### src/rtl/hdmcd_pkg.sv
// ----------------------------------------------------------------------------
// hdmcd_pkg
// Shared constants, types and hash/modulo helpers of the cache directory.
// ----------------------------------------------------------------------------
`default_nettype none

package hdmcd_pkg;

	localparam int SLOTS     = 32;
	localparam int SLOT_W    = $clog2(SLOTS);
	localparam int CFG_W     = 6;
	localparam int BLK_W     = 64;
	localparam int ACT_W     = 2;
	localparam int ADDR_W    = 3;
	localparam int MOD_STEPS = 4;
	localparam int MOD_BITS  = 32 / MOD_STEPS;
	localparam int CNT_W     = $clog2(MOD_STEPS);
	localparam int QDEPTH    = 2;
	localparam int QPTR_W    = $clog2(QDEPTH);

	localparam logic [CFG_W-1:0] CFG_RESET = CFG_W'(32);

	// register index held in paddr[2]
	localparam logic REG_SLOTS_IN_USE = 1'b0;

	localparam logic [ACT_W-1:0] ACT_READ  = 2'd0;
	localparam logic [ACT_W-1:0] ACT_WRITE = 2'd1;
	localparam logic [ACT_W-1:0] ACT_FLUSH = 2'd2;

	typedef enum logic [1:0] {
		KIND_HIT  = 2'd0,
		KIND_FILL = 2'd1,
		KIND_WB   = 2'd2,
		KIND_DONE = 2'd3
	} kind_t;

	typedef enum logic [1:0] {
		F_IDLE,
		F_HASH,
		F_MOD,
		F_PUSH
	} f_state_t;

	typedef enum logic [2:0] {
		B_IDLE,
		B_LOOK,
		B_WB,
		B_FINAL,
		B_FL_RD,
		B_FL_CHK,
		B_DONE
	} b_state_t;

	typedef struct packed {
		logic [ACT_W-1:0]  action;
		logic [BLK_W-1:0]  blk;
		logic [SLOT_W-1:0] slot;
	} cmd_t;

	typedef struct packed {
		kind_t             kind;
		logic [SLOT_W-1:0] slot;
		logic [BLK_W-1:0]  addr;
		logic              last;
	} res_t;

	function automatic logic [BLK_W-1:0] mix_a(input logic [BLK_W-1:0] v);
		return (~v) + (v << 18);
	endfunction

	// xor-shift then multiply by 21 as shift-add
	function automatic logic [BLK_W-1:0] mix_b(input logic [BLK_W-1:0] v);
		logic [BLK_W-1:0] t;
		t = v ^ (v >> 31);
		return t + (t << 2) + (t << 4);
	endfunction

	function automatic logic [BLK_W-1:0] mix_cd(input logic [BLK_W-1:0] v);
		logic [BLK_W-1:0] t;
		t = v ^ (v >> 11);
		t = t + (t << 6);
		return t ^ (t >> 22);
	endfunction

	// restoring remainder, one bit per step, MSB first
	function automatic logic [SLOT_W-1:0] mod_step(
		input logic [SLOT_W-1:0]   rem,
		input logic [MOD_BITS-1:0] bits,
		input logic [CFG_W-1:0]    m
	);
		logic [SLOT_W:0]   r;
		logic [SLOT_W-1:0] acc;
		acc = rem;
		for (int i = MOD_BITS - 1; i >= 0; i--) begin
			r = {acc, bits[i]};
			if (r >= (SLOT_W+1)'(m)) begin
				r = r - (SLOT_W+1)'(m);
			end
			acc = r[SLOT_W-1:0];
		end
		return acc;
	endfunction

endpackage

`default_nettype wire

### src/rtl/hashed_direct_mapped_cache_directory.sv
// ----------------------------------------------------------------------------
// hashed_direct_mapped_cache_directory
// Tag and dirty directory of a hashed direct-mapped write-back block cache.
//
// Input queue (push/full): one word = action and block_number. Action three
// is taken and dropped. Result queue (empty/pop): kind, slot, block_address,
// last; each read or write yields one or two results, a flush up to
// SLOTS+1, and the final result of an input carries last.
// Front: accept, hash, remainder (8 bits at a time) and hand-over; a
// flush goes from accept straight to hand-over. The front takes no new
// word until the last one is handed to the command queue. Back: lookup,
// an optional writeback result, then the final result; a flush walks the
// tag RAM, reading and then checking one slot after another.
// A two-word command queue and a two-word result queue decouple the sides;
// a stalled result queue halts the back, then the front, with full held high.
// Reset empties both queues, clears all valid and dirty marks (tags need no
// clearing) and sets slots_in_use to 32. The APB register at address 0 is
// slots_in_use; write it only while the block is idle.
// ----------------------------------------------------------------------------
`default_nettype none

module hashed_direct_mapped_cache_directory (
	input  wire logic                         clk,
	input  wire logic                         arst_n,
	input  wire logic                         psel,
	input  wire logic                         penable,
	input  wire logic                         pwrite,
	input  wire logic [hdmcd_pkg::ADDR_W-1:0] paddr,
	input  wire logic [31:0]                  pwdata,
	output logic      [31:0]                  prdata,
	output logic                              pready,
	input  wire logic                         push,
	output logic                              full,
	input  wire logic [hdmcd_pkg::ACT_W-1:0]  action,
	input  wire logic [hdmcd_pkg::BLK_W-1:0]  block_number,
	output logic                              empty,
	input  wire logic                         pop,
	output logic      [1:0]                   kind,
	output logic      [hdmcd_pkg::SLOT_W-1:0] slot,
	output logic      [hdmcd_pkg::BLK_W-1:0]  block_address,
	output logic                              last
);
	import hdmcd_pkg::*;

	logic [CFG_W-1:0] slots_in_use_q;
	logic             q_push, q_full, q_pop, q_empty;
	cmd_t             q_wdata, q_rdata;
	res_t             res;

	assign pready = 1'b1;
	assign prdata = (paddr[2] == REG_SLOTS_IN_USE) ? {{(32-CFG_W){1'b0}}, slots_in_use_q} : '0;

	always_ff @(posedge clk or negedge arst_n) begin
		if (!arst_n) begin
			slots_in_use_q <= CFG_RESET;
		end else if (psel && penable && pwrite && pready && paddr[2] == REG_SLOTS_IN_USE) begin
			slots_in_use_q <= pwdata[CFG_W-1:0];
		end
	end

	hdmcd_front u_front (
		.clk          (clk),
		.arst_n       (arst_n),
		.push         (push),
		.full         (full),
		.action       (action),
		.block_number (block_number),
		.slots_in_use (slots_in_use_q),
		.q_push       (q_push),
		.q_data       (q_wdata),
		.q_full       (q_full)
	);

	hdmcd_cmd_queue u_cmd_queue (
		.clk    (clk),
		.arst_n (arst_n),
		.push   (q_push),
		.wdata  (q_wdata),
		.full   (q_full),
		.pop    (q_pop),
		.rdata  (q_rdata),
		.empty  (q_empty)
	);

	hdmcd_back u_back (
		.clk       (clk),
		.arst_n    (arst_n),
		.cmd_empty (q_empty),
		.cmd       (q_rdata),
		.cmd_pop   (q_pop),
		.res       (res),
		.res_empty (empty),
		.res_pop   (pop)
	);

	assign kind          = res.kind;
	assign slot          = res.slot;
	assign block_address = res.addr;
	assign last          = res.last;

endmodule

`default_nettype wire

### src/rtl/hdmcd_front.sv
// ----------------------------------------------------------------------------
// hdmcd_front
// Takes words, hashes the block number and reduces it to a slot.
// ----------------------------------------------------------------------------
`default_nettype none

module hdmcd_front (
	input  wire logic                         clk,
	input  wire logic                         arst_n,
	input  wire logic                         push,
	output logic                              full,
	input  wire logic [hdmcd_pkg::ACT_W-1:0]  action,
	input  wire logic [hdmcd_pkg::BLK_W-1:0]  block_number,
	input  wire logic [hdmcd_pkg::CFG_W-1:0]  slots_in_use,
	output logic                              q_push,
	output hdmcd_pkg::cmd_t                   q_data,
	input  wire logic                         q_full
);
	import hdmcd_pkg::*;

	f_state_t          state_q, state_d;
	logic [CNT_W-1:0]  step_q;
	logic [ACT_W-1:0]  action_q;
	logic [BLK_W-1:0]  blk_q;
	logic [BLK_W-1:0]  v_q;
	logic [SLOT_W-1:0] rem_q;
	logic [CFG_W-1:0]  m;

	always_comb begin
		m = slots_in_use;
		if (slots_in_use == '0) begin
			m = CFG_W'(1);
		end else if (slots_in_use > CFG_W'(SLOTS)) begin
			m = CFG_W'(SLOTS);
		end
	end

	always_comb begin
		state_d = state_q;
		full    = 1'b1;
		q_push  = 1'b0;
		unique case (state_q)
			F_IDLE: begin
				full = 1'b0;
				if (push) begin
					if (action == ACT_FLUSH) begin
						state_d = F_PUSH;
					end else if (action == ACT_READ || action == ACT_WRITE) begin
						state_d = F_HASH;
					end
				end
			end
			F_HASH: begin
				if (step_q == CNT_W'(1)) begin
					state_d = F_MOD;
				end
			end
			F_MOD: begin
				if (step_q == CNT_W'(MOD_STEPS - 1)) begin
					state_d = F_PUSH;
				end
			end
			F_PUSH: begin
				if (!q_full) begin
					q_push  = 1'b1;
					state_d = F_IDLE;
				end
			end
		endcase
	end

	assign q_data = '{action: action_q, blk: blk_q, slot: rem_q};

	always_ff @(posedge clk or negedge arst_n) begin
		if (!arst_n) begin
			state_q <= F_IDLE;
			step_q  <= '0;
		end else begin
			state_q <= state_d;
			if (state_q == F_HASH || state_q == F_MOD) begin
				if (state_d != state_q) begin
					step_q <= '0;
				end else begin
					step_q <= step_q + CNT_W'(1);
				end
			end else begin
				step_q <= '0;
			end
		end
	end

	always_ff @(posedge clk) begin
		unique case (state_q)
			F_IDLE: begin
				if (push) begin
					action_q <= action;
					blk_q    <= block_number;
					v_q      <= mix_a(block_number);
					rem_q    <= '0;
				end
			end
			F_HASH: begin
				if (step_q == '0) begin
					v_q <= mix_b(v_q);
				end else begin
					v_q <= mix_cd(v_q);
				end
			end
			F_MOD: begin
				rem_q <= mod_step(rem_q, v_q[31 -: MOD_BITS], m);
				v_q   <= {v_q[BLK_W-1:32], v_q[31-MOD_BITS:0], {MOD_BITS{1'b0}}};
			end
			F_PUSH: ;
		endcase
	end

endmodule

`default_nettype wire

### src/rtl/hdmcd_cmd_queue.sv
// ----------------------------------------------------------------------------
// hdmcd_cmd_queue
// Short queue of classified words between front and back.
// ----------------------------------------------------------------------------
`default_nettype none

module hdmcd_cmd_queue (
	input  wire logic            clk,
	input  wire logic            arst_n,
	input  wire logic            push,
	input  wire hdmcd_pkg::cmd_t wdata,
	output logic                 full,
	input  wire logic            pop,
	output hdmcd_pkg::cmd_t      rdata,
	output logic                 empty
);
	import hdmcd_pkg::*;

	cmd_t              ent_q [QDEPTH];
	logic [QPTR_W-1:0] wp_q, rp_q;
	logic [QPTR_W:0]   cnt_q;
	logic              do_push, do_pop;

	assign full    = (cnt_q == (QPTR_W+1)'(QDEPTH));
	assign empty   = (cnt_q == '0);
	assign rdata   = ent_q[rp_q];
	assign do_push = push && !full;
	assign do_pop  = pop && !empty;

	always_ff @(posedge clk or negedge arst_n) begin
		if (!arst_n) begin
			wp_q  <= '0;
			rp_q  <= '0;
			cnt_q <= '0;
		end else begin
			if (do_push) begin
				wp_q <= wp_q + QPTR_W'(1);
			end
			if (do_pop) begin
				rp_q <= rp_q + QPTR_W'(1);
			end
			if (do_push && !do_pop) begin
				cnt_q <= cnt_q + (QPTR_W+1)'(1);
			end else if (do_pop && !do_push) begin
				cnt_q <= cnt_q - (QPTR_W+1)'(1);
			end
		end
	end

	always_ff @(posedge clk) begin
		if (do_push) begin
			ent_q[wp_q] <= wdata;
		end
	end

endmodule

`default_nettype wire

### src/rtl/hdmcd_back.sv
// ----------------------------------------------------------------------------
// hdmcd_back
// Tag/dirty directory: lookups, evictions, fills, flush walk; result queue.
// ----------------------------------------------------------------------------
`default_nettype none

module hdmcd_back (
	input  wire logic            clk,
	input  wire logic            arst_n,
	input  wire logic            cmd_empty,
	input  wire hdmcd_pkg::cmd_t cmd,
	output logic                 cmd_pop,
	output hdmcd_pkg::res_t      res,
	output logic                 res_empty,
	input  wire logic            res_pop
);
	import hdmcd_pkg::*;

	b_state_t          state_q, state_d;
	cmd_t              cmd_q;
	logic [SLOTS-1:0]  valid_q, dirty_q;
	kind_t             kind_q;
	logic              hit_q;
	logic [SLOT_W-1:0] cursor_q;

	// tag store
	logic [BLK_W-1:0]  tag_mem [SLOTS];
	logic [BLK_W-1:0]  tag_rd_q;
	logic              rd_en, wr_en;
	logic [SLOT_W-1:0] rd_addr;

	logic  look_hit, fl_wb, fl_adv, fin_go;
	kind_t look_kind;
	logic  emit, ofull, opush;
	res_t  emit_res;

	// result queue
	res_t              oent_q [QDEPTH];
	logic [QPTR_W-1:0] owp_q, orp_q;
	logic [QPTR_W:0]   ocnt_q;
	logic              opop;

	assign look_hit  = valid_q[cmd_q.slot] && (tag_rd_q == cmd_q.blk);
	assign look_kind = (cmd_q.action == ACT_READ && !look_hit) ? KIND_FILL : KIND_HIT;
	assign fl_wb     = valid_q[cursor_q] && dirty_q[cursor_q];
	assign fl_adv    = (state_q == B_FL_CHK) && (!fl_wb || !ofull);
	assign fin_go    = (state_q == B_FINAL) && !ofull;

	always_comb begin
		state_d  = state_q;
		cmd_pop  = 1'b0;
		rd_en    = 1'b0;
		rd_addr  = cmd.slot;
		wr_en    = 1'b0;
		emit     = 1'b0;
		emit_res = '{kind: KIND_HIT, slot: cmd_q.slot, addr: cmd_q.blk, last: 1'b1};
		unique case (state_q)
			B_IDLE: begin
				if (!cmd_empty) begin
					cmd_pop = 1'b1;
					rd_en   = 1'b1;
					state_d = (cmd.action == ACT_FLUSH) ? B_FL_RD : B_LOOK;
				end
			end
			B_LOOK: begin
				if (!look_hit && valid_q[cmd_q.slot] && dirty_q[cmd_q.slot]) begin
					state_d = B_WB;
				end else begin
					state_d = B_FINAL;
				end
			end
			B_WB: begin
				emit     = 1'b1;
				emit_res = '{kind: KIND_WB, slot: cmd_q.slot, addr: tag_rd_q, last: 1'b0};
				if (!ofull) begin
					state_d = B_FINAL;
				end
			end
			B_FINAL: begin
				emit     = 1'b1;
				emit_res = '{kind: kind_q, slot: cmd_q.slot, addr: cmd_q.blk, last: 1'b1};
				if (!ofull) begin
					wr_en   = 1'b1;
					state_d = B_IDLE;
				end
			end
			B_FL_RD: begin
				rd_en   = 1'b1;
				rd_addr = cursor_q;
				state_d = B_FL_CHK;
			end
			B_FL_CHK: begin
				emit     = fl_wb;
				emit_res = '{kind: KIND_WB, slot: cursor_q, addr: tag_rd_q, last: 1'b0};
				if (fl_adv) begin
					state_d = (cursor_q == SLOT_W'(SLOTS - 1)) ? B_DONE : B_FL_RD;
				end
			end
			B_DONE: begin
				emit     = 1'b1;
				emit_res = '{kind: KIND_DONE, slot: '0, addr: '0, last: 1'b1};
				if (!ofull) begin
					state_d = B_IDLE;
				end
			end
		endcase
	end

	always_ff @(posedge clk or negedge arst_n) begin
		if (!arst_n) begin
			state_q  <= B_IDLE;
			valid_q  <= '0;
			dirty_q  <= '0;
			cursor_q <= '0;
		end else begin
			state_q <= state_d;
			if (fin_go && !(cmd_q.action == ACT_READ && hit_q)) begin
				valid_q[cmd_q.slot] <= 1'b1;
				dirty_q[cmd_q.slot] <= (cmd_q.action == ACT_WRITE);
			end
			if (fl_adv) begin
				valid_q[cursor_q] <= 1'b0;
				dirty_q[cursor_q] <= 1'b0;
				cursor_q <= (cursor_q == SLOT_W'(SLOTS - 1)) ? '0 : cursor_q + SLOT_W'(1);
			end
		end
	end

	always_ff @(posedge clk) begin
		if (cmd_pop) begin
			cmd_q <= cmd;
		end
		if (state_q == B_LOOK) begin
			kind_q <= look_kind;
			hit_q  <= look_hit;
		end
	end

	always_ff @(posedge clk) begin
		if (rd_en) begin
			tag_rd_q <= tag_mem[rd_addr];
		end
		if (wr_en) begin
			tag_mem[cmd_q.slot] <= cmd_q.blk;
		end
	end

	// result queue
	assign ofull     = (ocnt_q == (QPTR_W+1)'(QDEPTH));
	assign res_empty = (ocnt_q == '0);
	assign res       = oent_q[orp_q];
	assign opush     = emit && !ofull;
	assign opop      = res_pop && !res_empty;

	always_ff @(posedge clk or negedge arst_n) begin
		if (!arst_n) begin
			owp_q  <= '0;
			orp_q  <= '0;
			ocnt_q <= '0;
		end else begin
			if (opush) begin
				owp_q <= owp_q + QPTR_W'(1);
			end
			if (opop) begin
				orp_q <= orp_q + QPTR_W'(1);
			end
			if (opush && !opop) begin
				ocnt_q <= ocnt_q + (QPTR_W+1)'(1);
			end else if (opop && !opush) begin
				ocnt_q <= ocnt_q - (QPTR_W+1)'(1);
			end
		end
	end

	always_ff @(posedge clk) begin
		if (opush) begin
			oent_q[owp_q] <= emit_res;
		end
	end

endmodule

`default_nettype wire

### config.mk
export PLATFORM = sky130hd
export DESIGN_NAME = hashed_direct_mapped_cache_directory
export DESIGN_NICKNAME = d
export VERILOG_FILES = /design/src/rtl/hdmcd_pkg.sv /design/src/rtl/hashed_direct_mapped_cache_directory.sv /design/src/rtl/hdmcd_front.sv /design/src/rtl/hdmcd_cmd_queue.sv /design/src/rtl/hdmcd_back.sv
export SDC_FILE = /design/constraint.sdc
export NUM_CORES = 2
export LEC_CHECK = 0
export BUFFER_PORTS_ARGS = -buffer_cell sky130_fd_sc_hd__buf_4
export CAP_MARGIN = 20
export CORE_UTILIZATION = 30
export DETAILED_ROUTE_END_ITERATION = 16
export PLACE_DENSITY = 0.54
export SLEW_MARGIN = 20
export SYNTH_ARGS = -nofsm -noshare
export SYNTH_HDL_FRONTEND = slang
export SYNTH_HIERARCHICAL = 1
export SYNTH_SLANG_ARGS = --single-unit
### constraint.sdc
create_clock -name clk -period 14.8 [get_ports clk]
set_input_delay 2.96 -clock clk [delete_from_list [all_inputs] [get_ports clk]]
set_output_delay 2.96 -clock clk [all_outputs]
set_load 0.1 [all_outputs]
==> out/results.tsv <==
metric	value	unit
status	finished clean	
vias_per_cell	5.31	
clockBufferDepth	4	
clock_latency	920	ps
post-route-period-util	0.926	
endpoint_kind	flip-flop	
avgSynthCellArea	16.7	sq um
path_clk_slew	60	ps
reg2reg_to	u_front/rem_q[1]	
track_usage	0.182	
fp.dieW	633	um
fin_skew	79.3	ps
vias	68683	
worst_pin_slew	1150	ps
synthArstFlopShare	0.0334	
setup_viol	0	
cts_htree_levels	5	
synth.cell_area	0.119	sq mm
synth_cells	7132	
hold_viol	0	
dieArea	0.400	sq mm
grt_pass1_vias	69153	
cpMostUsedCell	o21ai_0	
drc	0	
fin_crit	13710	ps
wl	373000	um
yosys-top-cells-area	edfxtp_1 66%, mux4_2 8.6%, ha_1 2.4%	
max_freq	0.0729	GHz
ys_ff_latch	2696	
cp_max_fo	9	
numCtsBuffers	302	
numPortBuffers	159	
cpMaxStageDelayCell	fa_1	
nNetsFinal	7859	
dp_slack	418	ps
max-cap-violations	0	
min_path_cells	0	
criticalPathCategory	flip-flop to flip-flop	
final_util	0.346	
ioPinCount	215	
ys_seq_area_frac	0.675	
fp.dieH	633	um
syn_to_final_growth	14.9	%
synth_top_area_share	0.656	
rsz0062_at_grt	false	
wl_per_cell	28.8	um
grt_antenna_before_repair	23	
yosys.area.top_type	edfxtp_1	
maxSlewHeadroom	0.234	
ys_warn_count	6	
gp_congestion	0.903	
reg2reg_depth	65	
hold_start	u_front/blk_q[29]	
setup_ws	1090	ps
maxSlewViolCount	0	
cp.arrival	14290	ps
crit_path_start	slots_in_use_q[2]	
rrSetupSlack	1090	ps
clock_sinks	2696	
fillers	37229	
min_to	u_cmd_queue/ent_q[1][34]	
detail_route.iter0.violations	7314	
crit_required	15390	ps
postCtsHoldBufs	0	
core	0.396	sq mm
synth-main-ff-cell	edfxtp_1	
grt.overflow.total	0	
grt_pass1_wl	523000	um
ant_nets	0	
max_stage_delay	440	ps
firstDrtPassIters	6	
r2r_start	slots_in_use_q[2]	
start_util	0.301	
cts-root-buf	clkbuf_16	
cp-start-kind	flip-flop	
tritoncts	built	
yosysUniqueCellTypes	105	
grt_max_degree	128	
dp_hpwl	224000	um
synth-edff-count	2606	
hold_path.class	flip-flop to flip-flop	
num_rows	231	
tns	0	ps
layout-drive-gt1-share	0.205	
-- cell usage after synthesis (all sizes together), types with 38 or more instances --
master	instances
a21o	126
a21oi	328
a221oi	42
a22o	69
a22oi	53
a31oi	136
buf	207
clkbuf	197
dfrtp	89
edfxtp	2606
fa	70
ha	226
inv	217
mux2	199
mux2i	239
mux4	456
nand2	406
nand3	104
nand4	61
nor2	153
nor3	40
o21ai	203
o21bai	43
o221ai	58
o22ai	38
xnor2	243
xor2	140
-- kinds of logic after synthesis --
logic type	count (synthesis)	share of synthesized area
compound gates	1298	0.0735
xor+xnor	384	0.0283
fa+ha+maj	296	0.0355
buf+inv	622	0.0235
flops	2696	0.675
mux	894	0.127
other cells	2	0.0000630
simple gates	940	0.0371
-- worst max-delay path, delay by kind of cell (launching register included) --
family	cells	cell delay (ps)
buf+inv	8	1050
flops	1	420
fa+ha+maj	9	3080
compound gates	27	4360
simple gates	13	1890
mux	8	2620
-- state kept, by name, indices dropped and copies added, names as in the netlist --
name / flops
u_cmd_queue/rp_q: 1
u_back/kind_q: 1
u_front/blk_q: 64
u_front/step_q: 2
slots_in_use_q: 6
u_back/valid_q: 32
u_back/oent_q: 144
u_back/state_q: 3
u_back/orp_q: 1
u_back/cursor_q: 5
u_cmd_queue/ent_q: 142
u_front/v_q: 64
u_back/ocnt_q: 2
u_back/cmd_q: 71
u_back/tag_mem: 2048
u_front/action_q: 2
u_back/owp_q: 1
u_front/state_q: 2
u_back/dirty_q: 32
u_cmd_queue/wp_q: 1
u_front/rem_q: 5
u_back/tag_rd_q: 64
u_cmd_queue/cnt_q: 2
u_back/hit_q: 1
-- final cells by class --
class	instances	area, sq um	share of cell area
sequential	2696	80500	0.588
multi-input combinational	3839	36500	0.266
clock buffer	370	7880	0.0575
tap	5242	6560	0.0479
timing repair buffer	398	3120	0.0228
clock inverter	171	1600	0.0116
inverter	218	820	0.00598
antenna	7	17.5	0.000128
-- routing by layer --
metal	global-route usage	up-vias	routed length (um)
met1	0.239	36326	153000
met5	0	-	46
met3	0.0234	607	23900
met2	0.306	2716	182000
li1	-	29028	-
met4	0.0666	6	14100
-- timing repair --
item                                   CTS  global route
gates resized for setup                  0             9
buffers inserted                         0             5
endpoints found under the hold margin    0             0
setup endpoints to repair                0             5
-- cell usage in the layout, fill, tap and decap left out, types with 64 or more instances in the layout --
| cell type | Yosys | final |
|---|---|---|
| a21oi_1 | 324 | 318 |
| mux2i_1 | 239 | 232 |
| xnor2_1 | 243 | 243 |
| mux2_4 | 69 | 71 |
| inv_1 | 216 | 215 |
| clkbuf_1 | 196 | 64 |
| xor2_1 | 140 | 140 |
| nand2_1 | 404 | 400 |
| o21ai_0 | 191 | 191 |
| dfrtp_1 | 89 | 87 |
| a21o_1 | 126 | 125 |
| buf_4 | 48 | 387 |
| mux2_2 | 128 | 124 |
| ha_1 | 226 | 225 |
| a22o_1 | 69 | 69 |
| mux4_2 | 456 | 456 |
| a31oi_1 | 136 | 136 |
| nor2_1 | 153 | 132 |
| nand3_1 | 104 | 104 |
| edfxtp_1 | 2606 | 2606 |
| fa_1 | 70 | 70 |
| clkbuf_16 | 0 | 304 |
-- worst max-delay path by stage --
| stage | slack (ps) | to | cells after the start |
|---|---|---|---|
| 2_1_floorplan | 1050 | u_front/rem_q[1] | 58 |
| 3_3_place_gp | 40 | u_front/rem_q[4] | 64 |
| 3_5_place_dp | 420 | u_front/rem_q[1] | 63 |
| 4_1_cts | 380 | u_front/rem_q[1] | 63 |
| 5_1_grt | 10 | u_front/rem_q[1] | 65 |
| 6_report | 1090 | u_front/rem_q[1] | 65 |
-- per-stage QoR --
stage | std cells | instance area (sq um) | hold WS, ps
final | 12941 | 137000 | 439
after global routing | 12936 | 137000 | 450
after CTS | 12923 | 137000 | 438
after detailed placement | 12382 | 127000 | 430
after global placement | 12380 | 127000 | 422
after floorplan | 7157 | 119000 | 421
Power is left out: the tool's default activity adds up to more than one toggle a clock period on the data nets, which glitch-free logic cannot reach.
